===== src/rtl/ssmt_pkg.sv =====
package ssmt_pkg;

  typedef enum logic [1:0] {
    REQ_FIND = 2'd0,
    REQ_ADD  = 2'd1,
    REQ_READ = 2'd2,
    REQ_NONE = 2'd3
  } req_e;

  typedef enum logic [1:0] {
    ST_OK       = 2'd0,
    ST_NOMATCH  = 2'd1,
    ST_FULL     = 2'd2,
    ST_UNFILLED = 2'd3
  } status_e;

  typedef enum logic [2:0] {
    S_IDLE,
    S_CONV,
    S_SCAN,
    S_HREAD,
    S_RESP
  } state_e;

  localparam int unsigned MODE_W      = 24;
  localparam int unsigned LOD_W       = 19;
  localparam int unsigned MAXK_W      = 20;
  localparam int unsigned MINK_W      = 21;
  localparam int unsigned HANDLE_W    = 64;
  localparam int unsigned SLOT_W      = 6;
  localparam int unsigned IN_TDATA_W  = 136;
  localparam int unsigned OUT_TDATA_W = 72;

  localparam logic [9:0]  LOD_SCALE   = 10'd1000;
  localparam logic [17:0] MAX_LOD_RAW = 18'd256000;

  typedef struct packed {
    logic [MAXK_W-1:0] max_k;
    logic [MODE_W-1:0] modes;
  } key_t;

  typedef struct packed {
    logic [MINK_W-1:0] min_k;
    key_t              key;
  } entry_t;

endpackage


===== src/rtl/ssmt_keygen.sv =====
module ssmt_keygen import ssmt_pkg::*; (
  input  logic             clk_i,
  input  logic             load_i,
  input  logic [MODE_W-1:0] modes_i,
  input  logic [LOD_W-1:0] min_lod_i,
  input  logic [LOD_W-1:0] max_lod_i,
  output key_t             key_o,
  output logic [MINK_W-1:0] min_k_o
);

  logic [LOD_W-1:0]    min_mag;
  logic [28:0]         min_prod;
  logic [MINK_W-1:0]   min_quo;
  logic [MINK_W-1:0]   min_k_d;
  logic [17:0]         max_cl;
  logic [27:0]         max_prod;
  key_t                key_d;
  key_t                key_q;
  logic [MINK_W-1:0]   min_k_q;

  // thousandths = trunc(raw * 1000 / 256); min: sign applied to the magnitude, max: clamped to 0..256000 raw first
  always_comb begin
    min_mag  = min_lod_i[LOD_W-1] ? LOD_W'(-min_lod_i) : min_lod_i;
    min_prod = 29'(min_mag) * 29'(LOD_SCALE);
    min_quo  = min_prod[28:8];
    min_k_d  = min_lod_i[LOD_W-1] ? MINK_W'(-min_quo) : min_quo;

    if (max_lod_i[LOD_W-1]) begin
      max_cl = '0;
    end else if (max_lod_i[17:0] > MAX_LOD_RAW) begin
      max_cl = MAX_LOD_RAW;
    end else begin
      max_cl = max_lod_i[17:0];
    end
    max_prod    = 28'(max_cl) * 28'(LOD_SCALE);
    key_d.max_k = max_prod[27:8];
    key_d.modes = modes_i;
  end

  always_ff @(posedge clk_i) begin
    if (load_i) begin
      key_q   <= key_d;
      min_k_q <= min_k_d;
    end
  end

  assign key_o   = key_q;
  assign min_k_o = min_k_q;

endmodule


===== config.mk =====
export PLATFORM = sky130hd
export DESIGN_NAME = ssmt_keygen
export DESIGN_NICKNAME = d
export VERILOG_FILES = /design/src/rtl/ssmt_pkg.sv /design/src/rtl/ssmt_keygen.sv
export SDC_FILE = /design/constraint.sdc
export NUM_CORES = 1
export LEC_CHECK = 0
export ABC_AREA = 1
export BUFFER_PORTS_ARGS = -buffer_cell sky130_fd_sc_hd__buf_2
export CAP_MARGIN = 20
export CORE_MARGIN = 2
export CORE_UTILIZATION = 30
export DETAILED_ROUTE_END_ITERATION = 7
export MAX_ROUTING_LAYER = met4
export PLACE_DENSITY = 0.53
export SLEW_MARGIN = 20
export SYNTH_ARGS = -nofsm -noshare
export SYNTH_HDL_FRONTEND = slang
export SYNTH_SLANG_ARGS = --single-unit

===== constraint.sdc =====
create_clock -name clk_i -period 8.6 [get_ports clk_i]
set_input_delay 0.43 -clock clk_i [delete_from_list [all_inputs] [get_ports clk_i]]
set_output_delay 0.43 -clock clk_i [all_outputs]
set_load 0.02 [all_outputs]

==> impl_metrics.csv, run 1 <==
group,metric,value,unit
yosys,yosysWarnings,0,
floorplan,die_area,33900,µm²
worst_setup_path,crit_fanout,6,
global_route,grt_pass1_vias,7487,
routing,drt_wl_total,21200,µm
worst_setup_path,criticalPathCategory,"input pin to flop",
worst_setup_path,cp_data_required_time,8690,ps
worst_setup_path,cp_slowest_cell,"fa_1",
floorplan,rows,65,
placement,numPortBuffers,128,
worst_setup_path,critPathCaptureType,"flop",
clocking,cts_tree,"done",
clocking,cts-resized-gates,0,
placement,finalWeightedCongestion,0.904,
yosys,synth_nets,1426,
yosys,synth.avg_cell_area,8.56,µm²
worst_setup_path,startpoint_type,"input pin",
hold_path,hold_depth,1,
routing,vias_per_cell,4.49,
timing,hold_viol_final,0,
timing,fin_ws,2320,ps
clocking,cts_hold_buf,0,
global_route,grt_use_total,0.135,
timing,worst_pin_slew,1100,ps
clocking,clock_path_buffers,2,
floorplan,core_area,31700,µm²
worst_setup_path,crit_buf_inv,8,
routing,ant_nets,0,
yosys,ys_seq_elements,65,
routing,drt_iter0_markers,333,
finish,layout-drive-gt1-share,0.149,
global_route,antenna_found_initial,0,
clocking,clk_pin_slew,50,ps
yosys,syn_area,9720,µm²
worst_setup_path,slowest_delay,560,ps
global_route,grt_overflow,0,
hold_path,hold_end,"key_o[17]",
routing,drc,0,
timing,maxSlewViolCount,0,
clocking,post_cts_buffers,0,
timing,rsz0062_at_grt,"no",
timing,hold_slack,278,ps
worst_setup_path,critPathTopFamily,"simple AND/OR/NAND/NOR gates",
yosys,ys_types,44,
routing,wl_per_cell,12.6,µm
yosys,synth-main-ff-cell,"edfxtp_1",
yosys,ys_async_sr_fraction,0,
yosys,yosysSeqAreaShare,0.201,
worst_setup_path,arrival,6370,ps
yosys,synth_cells,1136,
timing,fmax,159,MHz
hold_path,hp-start,"modes_i[17]",
timing,fin_crit,6280,ps
routing,drt_pre_antenna_iters,5,
timing,setup_tns,0,ps
floorplan,die_width,184,µm
clocking,root_buffer,"clkbuf_16",
floorplan,die-height,184,µm
floorplan,start_util,0.306,
finish,diodes,0,
finish,finalNetCount,1564,
clocking,cts_max_level,3,
placement,pre_cts_ws,1870,ps
floorplan,io_pins,129,
clocking,cts_buffers,9,
timing,fin_crit_sh,0.731,
timing,final-setup-viol-count,0,
global_route,grt_pass1_wl,35900,µm
run,drv_cap,0,
finish,syn_to_final_growth,14.3,%
global_route,grt_max_degree,66,
status,outcome,"complete, no violations",
yosys,synth-edff-count,65,
hold_path,hold_class,"input pin to flop",
routing,via_count,7539,
timing,relSlewSlack,0.261,
clocking,clock_sinks,65,
finish,post-route-util,0.350,
placement,dp_hpwl,18700,µm
==> per-stage QoR <==
stage | instances | instance area (µm²)
final | 1679 | 11100
after global routing | 1679 | 11100
after CTS | 1679 | 11100
after detailed placement | 1665 | 10900
after global placement | 1665 | 10900
after floorplan | 1136 | 9720
==> metal layers <==
metal,vias to the layer above,global-route usage,share of wire
met1,3519,0.189,0.51
met5,-,-,0
met3,12,0.0160,0.034
met2,133,0.208,0.44
li1,3875,-,-
met4,0,0.0291,0.011
==> cell usage after synthesis (3+ instances only) <==
| cell type | n | area, µm² |
|---|---|---|
| a21boi_0 | 5 | 37.5 |
| a21oi_1 | 53 | 265 |
| a31oi_1 | 3 | 18.8 |
| edfxtp_1 | 65 | 1950 |
| fa_1 | 118 | 2360 |
| ha_1 | 108 | 1350 |
| inv_1 | 244 | 916 |
| nand2_1 | 215 | 807 |
| nand2_2 | 18 | 113 |
| nand2_4 | 5 | 56.3 |
| nand3_1 | 48 | 240 |
| nand3_2 | 5 | 50.1 |
| nand3b_1 | 4 | 30.0 |
| nand4_1 | 16 | 100 |
| nor2_1 | 88 | 330 |
| nor3_1 | 13 | 65.1 |
| nor3_2 | 3 | 30.0 |
| nor4_1 | 6 | 37.5 |
| o21a_1 | 4 | 30.0 |
| o21ai_0 | 28 | 140 |
| o21bai_1 | 3 | 22.5 |
| xnor2_1 | 15 | 131 |
| xor2_1 | 40 | 350 |
==> layout by cell type (no fill, tap or decap), drive strengths merged, types with 6 or more instances in the layout <==
cell	count
a21oi	53
fa	118
nor2	92
ha	108
nand3	55
nand2	238
nand4	16
o21ai	30
nor4	6
edfxtp	65
inv	245
xor2	42
xnor2	16
nor3	16
clkbuf	10
buf	131
==> registers in the layout, summed over array words and instances (netlist names) <==
| name | flops |
|---|---|
| key_o | 44 |
| min_k_o | 21 |
==> how the worst max path moves through the flow <==
stage,from,to,slack (ps),cells after the start
finish,min_lod_i[2],min_k_o[17],2320,31
global route,min_lod_i[0],min_k_o[20],1740,37
CTS,min_lod_i[2],min_k_o[17],2220,31
detailed placement,min_lod_i[2],min_k_o[17],1870,31
global placement,min_lod_i[2],min_k_o[17],1860,31
floorplan,min_lod_i[1],min_k_o[17],2880,34
==> kinds of logic (layout without fill, tap and decap cells) <==
family          count (synthesis)  count (layout)  synth area share
compound gates                107             107            0.0631
xor+xnor                       58              58            0.0546
buf+inv                       250             391            0.0974
fa+ha+maj                     226             226             0.382
flops                          65              65             0.201
simple gates                  430             430             0.202
==> final cells by class <==
type	count	area, µm²
fillers	3328	20600
flip-flops and latches	65	1950
multi-input cells	821	6820
well taps	402	503
inverters	246	923
clock inverters	4	22.5
clock buffers	10	229
repair buffers	131	663
Power of run 1 is left out: the tool's default activity adds up to more than one toggle a clock period on the data nets, which glitch-free logic cannot reach.
==> run 2, diff against run 1 <==
clock period = 6.41 ns   (was 8.6 ns; I/O delays follow)
==> run 2 against run 1 <==
Compared with the run above: highest routed layer unchanged; worst setup slack got worse by 1700 ps; routed wire length rose by 2.5%; via count up 0.61%; critical path type unchanged; critical endpoint is now min_k_o[20].
==> impl_metrics.csv, run 2 (synthesis results as in run 1) <==
group,metric,value,unit
finish,largest_reg_flops,44,
timing,rsz0062_at_grt,"no",
hold_path,hold_end,"key_o[7]",
timing,relSlewSlack,0.430,
global_route,grt_pass1_wl,37000,µm
worst_setup_path,cp_slowest_cell,"fa_1",
finish,diodes,0,
worst_setup_path,cp_common_cell,"inv_1",
placement,numPortBuffers,128,
worst_setup_path,startpoint_type,"input pin",
worst_setup_path,cp_data_required_time,6500,ps
finish,finalNetCount,1582,
finish,multi_input_area,6840,µm²
worst_setup_path,slowest_delay,530,ps
timing,fmax,172,MHz
routing,ant_nets,0,
worst_setup_path,criticalPathCategory,"input pin to flop",
timing,fin_crit_sh,0.907,
routing,drt_iter0_markers,346,
timing,final-setup-viol-count,0,
floorplan,core_area,31700,µm²
global_route,antenna_found_initial,0,
hold_path,hold_depth,1,
timing,setup_tns,0,ps
finish,final_common_cell,"inv_1",
finish,seq_area,1950,µm²
clocking,cts_tree,"done",
timing,fin_crit,5810,ps
global_route,grt_overflow,0,
timing,hold_slack,166,ps
finish,layout-drive-gt1-share,0.163,
timing,maxSlewViolCount,0,
clocking,cts_hold_buf,0,
floorplan,start_util,0.306,
routing,drt_wl_total,21800,µm
floorplan,die_width,184,µm
clocking,cts-resized-gates,0,
routing,vias_per_cell,4.46,
finish,mostFrequentLayoutCells,"inv_1 (244), nand2_1 (215), buf_2 (128)",
hold_path,hold_class,"input pin to flop",
routing,wl_per_cell,12.8,µm
run,drv_cap,0,
worst_setup_path,crit_fanout,6,
clocking,clock_path_buffers,2,
finish,syn_to_final_growth,16.6,%
global_route,grt_max_degree,66,
floorplan,rows,65,
clocking,clock_sinks,65,
clocking,cts_max_level,3,
routing,via_count,7585,
routing,drc,0,
global_route,grt_pass1_vias,7700,
floorplan,die-height,184,µm
status,outcome,"complete, no violations",
clocking,post_cts_buffers,0,
placement,finalWeightedCongestion,0.892,
timing,fin_ws,596,ps
worst_setup_path,critPathCaptureType,"flop",
placement,pre_cts_ws,103,ps
floorplan,die_area,33900,µm²
placement,dp_hpwl,19200,µm
floorplan,io_pins,129,
clocking,clk_pin_slew,60,ps
global_route,grt_use_total,0.138,
clocking,cts_buffers,9,
timing,hold_viol_final,0,
timing,worst_pin_slew,854,ps
worst_setup_path,arrival,5900,ps
finish,n_fill_cell,3335,
clocking,root_buffer,"clkbuf_16",
hold_path,hp-start,"modes_i[7]",
routing,drt_pre_antenna_iters,5,
run 2: changes by cell type in the layout (fill, tap and decap cells not counted):
| cell | before | now |
|---|---|---|
| buf_4 | 3 | 21 |
| bufinv_16 | 0 | 2 |
| clkinv_2 | 3 | 1 |
| clkinv_4 | 0 | 2 |
| inv_6 | 0 | 2 |
| clkbuf_1 | 1 | 0 |
| clkinvlp_4 | 1 | 0 |
| nor3_2 | 3 | 2 |
| nor3_4 | 0 | 1 |
| xor2_1 | 40 | 39 |
| xor2_2 | 2 | 3 |
run 2: critical path: cells and delay by family:
family,cells,cell delay (ps)
AOI/OAI and AO/OA,3,560
xor gates and xnor gates,1,190
adders and majority gates,6,2510
buffers and inverters,10,730
and+or+nand+nor,14,1580
run 2: through the flow:
step	instance area [µm²]	utilization	instances
final	11300	0.357	1699
after global routing	11300	0.357	1699
after CTS	11300	0.357	1699
after detailed placement	11000	0.347	1683
after global placement	11000	0.347	1683
after floorplan	9720	-	1136
run 2: area by class of cell:
type | count | share of cell area
sequential | 65 | 0.172
tap | 402 | 0.0444
clock buffer | 9 | 0.0199
inverter | 246 | 0.0814
clock inverter | 7 | 0.00883
timing repair buffer | 149 | 0.0704
multi-input combinational | 821 | 0.603
run 2: worst max-delay path by stage:
stage,slack [ps],cells after the start,startpoint,end
after floorplan,800,34,min_lod_i[1],min_k_o[17]
after detailed placement,100,34,min_lod_i[0],min_k_o[20]
after global placement,210,37,min_lod_i[0],min_k_o[20]
after CTS,440,34,min_lod_i[0],min_k_o[20]
after global routing,7,37,min_lod_i[0],min_k_o[16]
final,600,34,min_lod_i[0],min_k_o[20]
run 2: metal layers:
layer | GRT usage | wire length, µm | share of wire
met3 | 0.0180 | 823 | 0.038
met1 | 0.191 | 11000 | 0.51
met5 | - | 0 | 0
met2 | 0.218 | 9730 | 0.45
met4 | 0.0269 | 187 | 0.0086
Power of run 2 is left out for the same reason.
