<file path="src/rtl/ssmt_pkg.sv">
package ssmt_pkg;

  typedef enum logic [1:0] {
    REQ_FIND = 2'd0,
    REQ_ADD  = 2'd1,
    REQ_READ = 2'd2,
    REQ_NONE = 2'd3
  } req_e;

  typedef enum logic [1:0] {
    ST_OK       = 2'd0,
    ST_NOMATCH  = 2'd1,
    ST_FULL     = 2'd2,
    ST_UNFILLED = 2'd3
  } status_e;

  typedef enum logic [2:0] {
    S_IDLE,
    S_CONV,
    S_SCAN,
    S_HREAD,
    S_RESP
  } state_e;

  localparam int unsigned MODE_W      = 24;
  localparam int unsigned LOD_W       = 19;
  localparam int unsigned MAXK_W      = 20;
  localparam int unsigned MINK_W      = 21;
  localparam int unsigned HANDLE_W    = 64;
  localparam int unsigned SLOT_W      = 6;
  localparam int unsigned IN_TDATA_W  = 136;
  localparam int unsigned OUT_TDATA_W = 72;

  localparam logic [9:0]  LOD_SCALE   = 10'd1000;
  localparam logic [17:0] MAX_LOD_RAW = 18'd256000;

  typedef struct packed {
    logic [MAXK_W-1:0] max_k;
    logic [MODE_W-1:0] modes;
  } key_t;

  typedef struct packed {
    logic [MINK_W-1:0] min_k;
    key_t              key;
  } entry_t;

endpackage

</file>
<file path="src/rtl/ssmt_ctrl.sv">
module ssmt_ctrl import ssmt_pkg::*; #(
  parameter int unsigned CAPACITY = 64
) (
  input  logic                clk_i,
  input  logic                rst_ni,
  input  logic                s_valid_i,
  output logic                s_ready_o,
  input  req_e                s_req_i,
  input  logic [HANDLE_W-1:0] s_handle_i,
  input  logic [SLOT_W-1:0]   s_slot_i,
  output logic                load_o,
  input  key_t                key_i,
  input  logic [MINK_W-1:0]   min_k_i,
  input  entry_t              rentry_i,
  input  logic [HANDLE_W-1:0] rhandle_i,
  output logic                mem_we_o,
  output logic                mem_re_o,
  output logic [((CAPACITY > 1) ? $clog2(CAPACITY) : 1)-1:0] mem_addr_o,
  output entry_t              wentry_o,
  output logic [HANDLE_W-1:0] whandle_o,
  output logic                m_valid_o,
  input  logic                m_ready_i,
  output status_e             m_status_o,
  output logic [SLOT_W-1:0]   m_slot_o,
  output logic [HANDLE_W-1:0] m_handle_o
);

  localparam int unsigned AW = (CAPACITY > 1) ? $clog2(CAPACITY) : 1;
  localparam int unsigned CW = $clog2(CAPACITY + 1);

  state_e              state_q, state_d;
  logic [CW-1:0]       count_q, count_d;
  logic [AW-1:0]       idx_q, idx_d;
  req_e                req_q;
  logic [HANDLE_W-1:0] handle_q;
  logic [SLOT_W-1:0]   slot_q;
  status_e             res_status_q, res_status_d;
  logic [SLOT_W-1:0]   res_slot_q, res_slot_d;
  logic [HANDLE_W-1:0] res_handle_q, res_handle_d;
  logic                out_valid_q, out_valid_d;
  status_e             out_status_q;
  logic [SLOT_W-1:0]   out_slot_q;
  logic [HANDLE_W-1:0] out_handle_q;
  logic                out_load;
  logic                full;
  logic                slot_filled;
  logic                scan_last;
  logic                scan_hit;
  entry_t              want;

  assign want.min_k  = min_k_i;
  assign want.key    = key_i;
  assign full        = (count_q == CW'(CAPACITY));
  assign slot_filled = (32'(slot_q) < 32'(count_q));
  assign scan_last   = ((32'(idx_q) + 32'd1) == 32'(count_q));
  assign scan_hit    = (rentry_i == want);

  always_comb begin
    state_d      = state_q;
    count_d      = count_q;
    idx_d        = idx_q;
    res_status_d = res_status_q;
    res_slot_d   = res_slot_q;
    res_handle_d = res_handle_q;
    mem_we_o     = 1'b0;
    mem_re_o     = 1'b0;
    mem_addr_o   = idx_q;
    s_ready_o    = 1'b0;
    out_load     = 1'b0;

    unique case (state_q)
      S_IDLE: begin
        s_ready_o = 1'b1;
        if (s_valid_i) begin
          state_d = S_CONV;
        end
      end
      S_CONV: begin
        res_status_d = ST_OK;
        res_slot_d   = '0;
        res_handle_d = '0;
        state_d      = S_RESP;
        unique case (req_q)
          REQ_FIND: begin
            if (count_q == '0) begin
              res_status_d = ST_NOMATCH;
            end else begin
              mem_re_o   = 1'b1;
              mem_addr_o = '0;
              idx_d      = '0;
              state_d    = S_SCAN;
            end
          end
          REQ_ADD: begin
            if (full) begin
              res_status_d = ST_FULL;
            end else begin
              mem_we_o   = 1'b1;
              mem_addr_o = count_q[AW-1:0];
              count_d    = count_q + 1'b1;
              res_slot_d = SLOT_W'(count_q[AW-1:0]);
            end
          end
          REQ_READ: begin
            res_slot_d = slot_q;
            if (slot_filled) begin
              mem_re_o   = 1'b1;
              mem_addr_o = AW'(slot_q);
              state_d    = S_HREAD;
            end else begin
              res_status_d = ST_UNFILLED;
            end
          end
          default: begin
          end
        endcase
      end
      S_SCAN: begin
        priority if (scan_hit) begin
          res_slot_d = SLOT_W'(idx_q);
          state_d    = S_RESP;
        end else if (scan_last) begin
          res_status_d = ST_NOMATCH;
          state_d      = S_RESP;
        end else begin
          mem_re_o   = 1'b1;
          mem_addr_o = idx_q + 1'b1;
          idx_d      = idx_q + 1'b1;
        end
      end
      S_HREAD: begin
        res_handle_d = rhandle_i;
        state_d      = S_RESP;
      end
      S_RESP: begin
        if (!out_valid_q || m_ready_i) begin
          out_load = 1'b1;
          state_d  = S_IDLE;
        end
      end
      default: begin
        state_d = S_IDLE;
      end
    endcase
  end

  assign load_o      = s_valid_i && s_ready_o;
  assign out_valid_d = out_load || (out_valid_q && !m_ready_i);

  always_ff @(posedge clk_i or negedge rst_ni) begin
    if (!rst_ni) begin
      state_q     <= S_IDLE;
      count_q     <= '0;
      out_valid_q <= 1'b0;
    end else begin
      state_q     <= state_d;
      count_q     <= count_d;
      out_valid_q <= out_valid_d;
    end
  end

  always_ff @(posedge clk_i) begin
    idx_q        <= idx_d;
    res_status_q <= res_status_d;
    res_slot_q   <= res_slot_d;
    res_handle_q <= res_handle_d;
    if (load_o) begin
      req_q    <= s_req_i;
      handle_q <= s_handle_i;
      slot_q   <= s_slot_i;
    end
    if (out_load) begin
      out_status_q <= res_status_q;
      out_slot_q   <= res_slot_q;
      out_handle_q <= res_handle_q;
    end
  end

  assign wentry_o   = want;
  assign whandle_o  = handle_q;
  assign m_valid_o  = out_valid_q;
  assign m_status_o = out_status_q;
  assign m_slot_o   = out_slot_q;
  assign m_handle_o = out_handle_q;

  a_count_bound: assert property (@(posedge clk_i) disable iff (!rst_ni)
    32'(count_q) <= CAPACITY)
    else $error("entry count beyond capacity");

  a_write_not_full: assert property (@(posedge clk_i) disable iff (!rst_ni)
    mem_we_o |-> !full && state_q == S_CONV && req_q == REQ_ADD)
    else $error("write into a full table or outside an add");

  a_add_counts: assert property (@(posedge clk_i) disable iff (!rst_ni)
    (state_q == S_CONV && req_q == REQ_ADD && !full) |=>
      count_q == $past(count_q) + 1'b1)
    else $error("add did not advance the count");

  a_scan_in_range: assert property (@(posedge clk_i) disable iff (!rst_ni)
    state_q == S_SCAN |-> 32'(idx_q) < 32'(count_q))
    else $error("scan beyond filled slots");

  a_accept_to_conv: assert property (@(posedge clk_i) disable iff (!rst_ni)
    load_o |=> state_q == S_CONV)
    else $error("accepted beat not processed");

endmodule

</file>
<file path="config.mk">
export PLATFORM = sky130hd
export DESIGN_NAME = ssmt_ctrl
export DESIGN_NICKNAME = d
export VERILOG_FILES = /design/src/rtl/ssmt_pkg.sv /design/src/rtl/ssmt_ctrl.sv
export SDC_FILE = /design/constraint.sdc
export NUM_CORES = 1
export LEC_CHECK = 0
export BUFFER_PORTS_ARGS = -buffer_cell sky130_fd_sc_hd__buf_2
export CAP_MARGIN = 20
export CORE_AREA = 3 3 185 187
export DETAILED_ROUTE_END_ITERATION = 10
export DIE_AREA = 0 0 188 190
export PLACE_DENSITY = 0.55
export SKIP_CTS_REPAIR_TIMING = 1
export SLEW_MARGIN = 20
export SYNTH_ARGS = -nofsm -noshare
export SYNTH_HDL_FRONTEND = slang
export SYNTH_SLANG_ARGS = --single-unit
</file>
<file path="constraint.sdc">
create_clock -name clk_i -period 5.55 [get_ports clk_i]
set_input_delay 1.665 -clock clk_i [delete_from_list [all_inputs] [get_ports clk_i]]
set_output_delay 1.665 -clock clk_i [all_outputs]
set_load 0.05 [all_outputs]
</file>
==> flow_summary.toml <==
[place]
gp_congestion = 0.8615
portBuffers = 481
dpl.hpwl_um = 20260
place_area_mm2 = 0.01234
dp_worst_setup_slack_ns = 0.2942

[drt]
viasPerCell = 4.377
drt_first_pass_iters = 5
antenna_left = 0
drt_iter0_drc = 381
drc = 0
routedWlPerCell_um = 16.99
via_count = 6776
totalWireLength_um = 26300

[worst_setup_path]
path_cells = "buf_2 -> xnor2_1 -> nand4_1 -> nor4_1 -> buf_4 -> nand3_1 -> o21ai_0 -> mux2i_1 -> o21ai_0 -> buf_12"
cp_common_cell = "o21ai_0"
cp_data_required_time_ns = 3.88
max_stage_delay_ns = 0.32
cp.arrival_ns = 3.64
cpMaxStageDelayCell = "o21ai_0"
critPathMaxFanout = 3
setup.worst_path.class = "input port to output pin"
crit_path_end_kind = "output pin"
startpoint_type = "input port"

[global_routing]
grtUsageTotal_pct = 13.72
grt_max_degree = 99
antenna_found_initial = 1
grt_pass1_vias = 6756
globalRouteOverflowTotal = 0
grt_pass1_wl_um = 38810

[power_and_ir_drop]
pwr-share-comb_pct = 35.1
ir_drop_v = 0.0003225
p_clk_share_pct = 24.2
sw_frac_of_total_pct = 39.82
pwr_density_cell_mw_per_mm2 = 521.5
p_seq_share_pct = 40.6
p_total_mw = 6.873
leakage_nw = 5.623
power.switching_mw = 2.737
p_int_mw = 4.137

[logic_synthesis]
ys_types = 57
syn_avg_cell_area_um2 = 15.03
synth_edf_count = 222
synth_compound_area_share_pct = 4.550
yosys-top-cells-area = "edfxtp_1 (68%), xnor2_1 (6.0%), buf_4 (5.1%)"
synth_top_area_share_pct = 67.53
ys_top_cells_by_count = "edfxtp_1 (222), xnor2_1 (68), buf_4 (67)"
postSynthCellCount = 657
synth_nets = 939
synth_seq_cells = 233
ys.flop_type = "edfxtp_1"
yosysMostFrequentCell = "edfxtp_1"
synth_xor_area_share_pct = 7.098
ys_async_sr_fraction_pct = 4.721
synth_top_family_by_area = "simple AND/OR/NAND/NOR gates"
yosys_warnings = 0
netlist_area_mm2 = 0.009872
yosysTopAreaCell = "edfxtp_1"
yosysSeqAreaShare_pct = 70.32
synthAdderAreaFrac_pct = 1.521
synth_mux_area_share_pct = 0.1014
yosys.area_share.simple_pct = 9.645

[cts]
clkLatencyLatePin_ns = 0.53
cts_buffers = 26
cts_tree = "built"
cts_buffer_depth = 3
clock_sinks = 233
htreeDepth = 1
cts-root-buf = "clkbuf_16"
path_clk_slew_ns = 0.06

[cells_and_area]
design_area_mm2 = 0.01318
num-fill-cells = 3140
antenna_cells = 0
regArea_mm2 = 0.006943
multi_input_area_mm2 = 0.002278
final_layout_size_suffix_gt1_share_pct = 49.37
syn_to_final_growth_pct = 33.50
layout.nets = 1368

[run]
drv_cap = 0

[timing]
timing_hold_violations_final = 0
holdWs_ns = 0.4118
rsz0062_at_grt = "false"
worstMarginPinSlew_ns = 0.9780
finClkSkew_ns = 0.01579
finalWorstSetupSlack_ns = 0.2491
setup_viol = 0
max_freq_mhz = 188.6
min_period_ns = 5.301
slew_viol_final = 0
max_slew_margin_pct = 34.80
min_period_over_period_pct = 95.51
tns_ns = 0

[floorplan]
io_pins = 482
dieWidth_um = 188
die_h_um = 190
row_count = 66
die-area_mm2 = 0.03572
coreArea_mm2 = 0.03262
start_util_pct = 30.26

[status]
status = "finished, final reports clean"

[worst_hold_path]
min_path_type = "flip-flop to flip-flop"
## metal layers
metal  track usage, %  vias to the layer above  wire length, um
met1            18.83                     3207            11290
met2            22.49                      295            12680
met3            3.188                       34             1869
li1                 -                     3240                -
met5                0                        -                0
met4            2.597                        0              459
## cells in the final DEF, fill, tap and decap left out, drive strengths merged, types with 2 or more instances in the layout
cell type    n
ha          12
clkinvlp     2
and3        66
nand3       19
a31o         4
or3          4
nor4         6
xor2        12
o211ai       4
xnor2       68
a31oi        2
nand4       16
nand2       18
a32o         3
nor3         6
and2b        2
nor2         6
and2         6
clkbuf      30
bufinv       3
inv         16
dfrtp       11
o21a         2
buf        492
a22o         4
o22ai        3
clkinv      13
nor2b        3
edfxtp     222
a21oi       11
a22oi        2
o21ai       17
## critical path: cells and delay by family
kind	cells	cell delay, ns
compound gates	2	0.61
simple gates	3	0.54
xor+xnor	1	0.22
buf+inv	3	0.46
mux	1	0.12
## final cells by class
| class | instances | share of cell area, % |
|---|---|---|
| multi-input combinational | 317 | 17.29 |
| clock inverter | 18 | 1.320 |
| clock buffer | 30 | 5.051 |
| sequential | 233 | 52.68 |
| tap | 442 | 4.196 |
| inverter | 16 | 0.4557 |
| timing repair buffer | 492 | 19.01 |
## metrics by stage
stage	utilization (%)	std cells
2_1_floorplan	-	657
3_3_place_gp	37.83	1500
3_5_place_dp	37.83	1500
4_1_cts	40.40	1548
5_1_grt	40.40	1548
6_report	40.40	1548
## flip-flops by register name (all words and copies together) (netlist names)
| signal | count |
|---|---|
| count_q | 7 |
| idx_q | 6 |
| m_handle_o | 64 |
| m_slot_o | 6 |
| m_status_o | 2 |
| m_valid_o | 1 |
| req_q | 2 |
| res_handle_q | 64 |
| res_slot_q | 6 |
| res_status_q | 2 |
| slot_q | 6 |
| state_q | 3 |
| whandle_o | 64 |
## cells by family (layout without fill, tap and decap cells)
logic type | Yosys count | after routing
AOI/OAI and AO/OA | 63 | 63
xor gates and xnor gates | 80 | 80
adders and majority gates | 12 | 12
buffers and inverters | 107 | 556
DFF | 233 | 233
muxes | 1 | 1
and+or+nand+nor | 161 | 161
## power groups by stage
stage | logic, mW | clock network [mW] | registers (mW)
after floorplan | 0.894 | 0 | 3.71
after global placement | 2.43 | 0 | 2.82
after detailed placement | 2.44 | 0 | 2.83
after CTS | 2.44 | 1.73 | 2.80
after global routing | 2.56 | 1.81 | 2.85
final | 2.41 | 1.67 | 2.79
## path summary, 6_finish.rpt
kind,from,end,slack [ns],depth (start not counted)
worst max-delay path,key_i[25],mem_addr_o[0],0.25,10
worst min-delay path,res_handle_q[61],m_handle_o[61],0.41,0
worst max register to register,state_q[1],whandle_o[12],2.81,5
worst min register to register,res_handle_q[61],m_handle_o[61],0.41,0
max in group asynchronous,rst_ni,state_q[1],4.30,1
min in group asynchronous,rst_ni,count_q[1],1.01,1
Power figures use the tool's default switching activity.
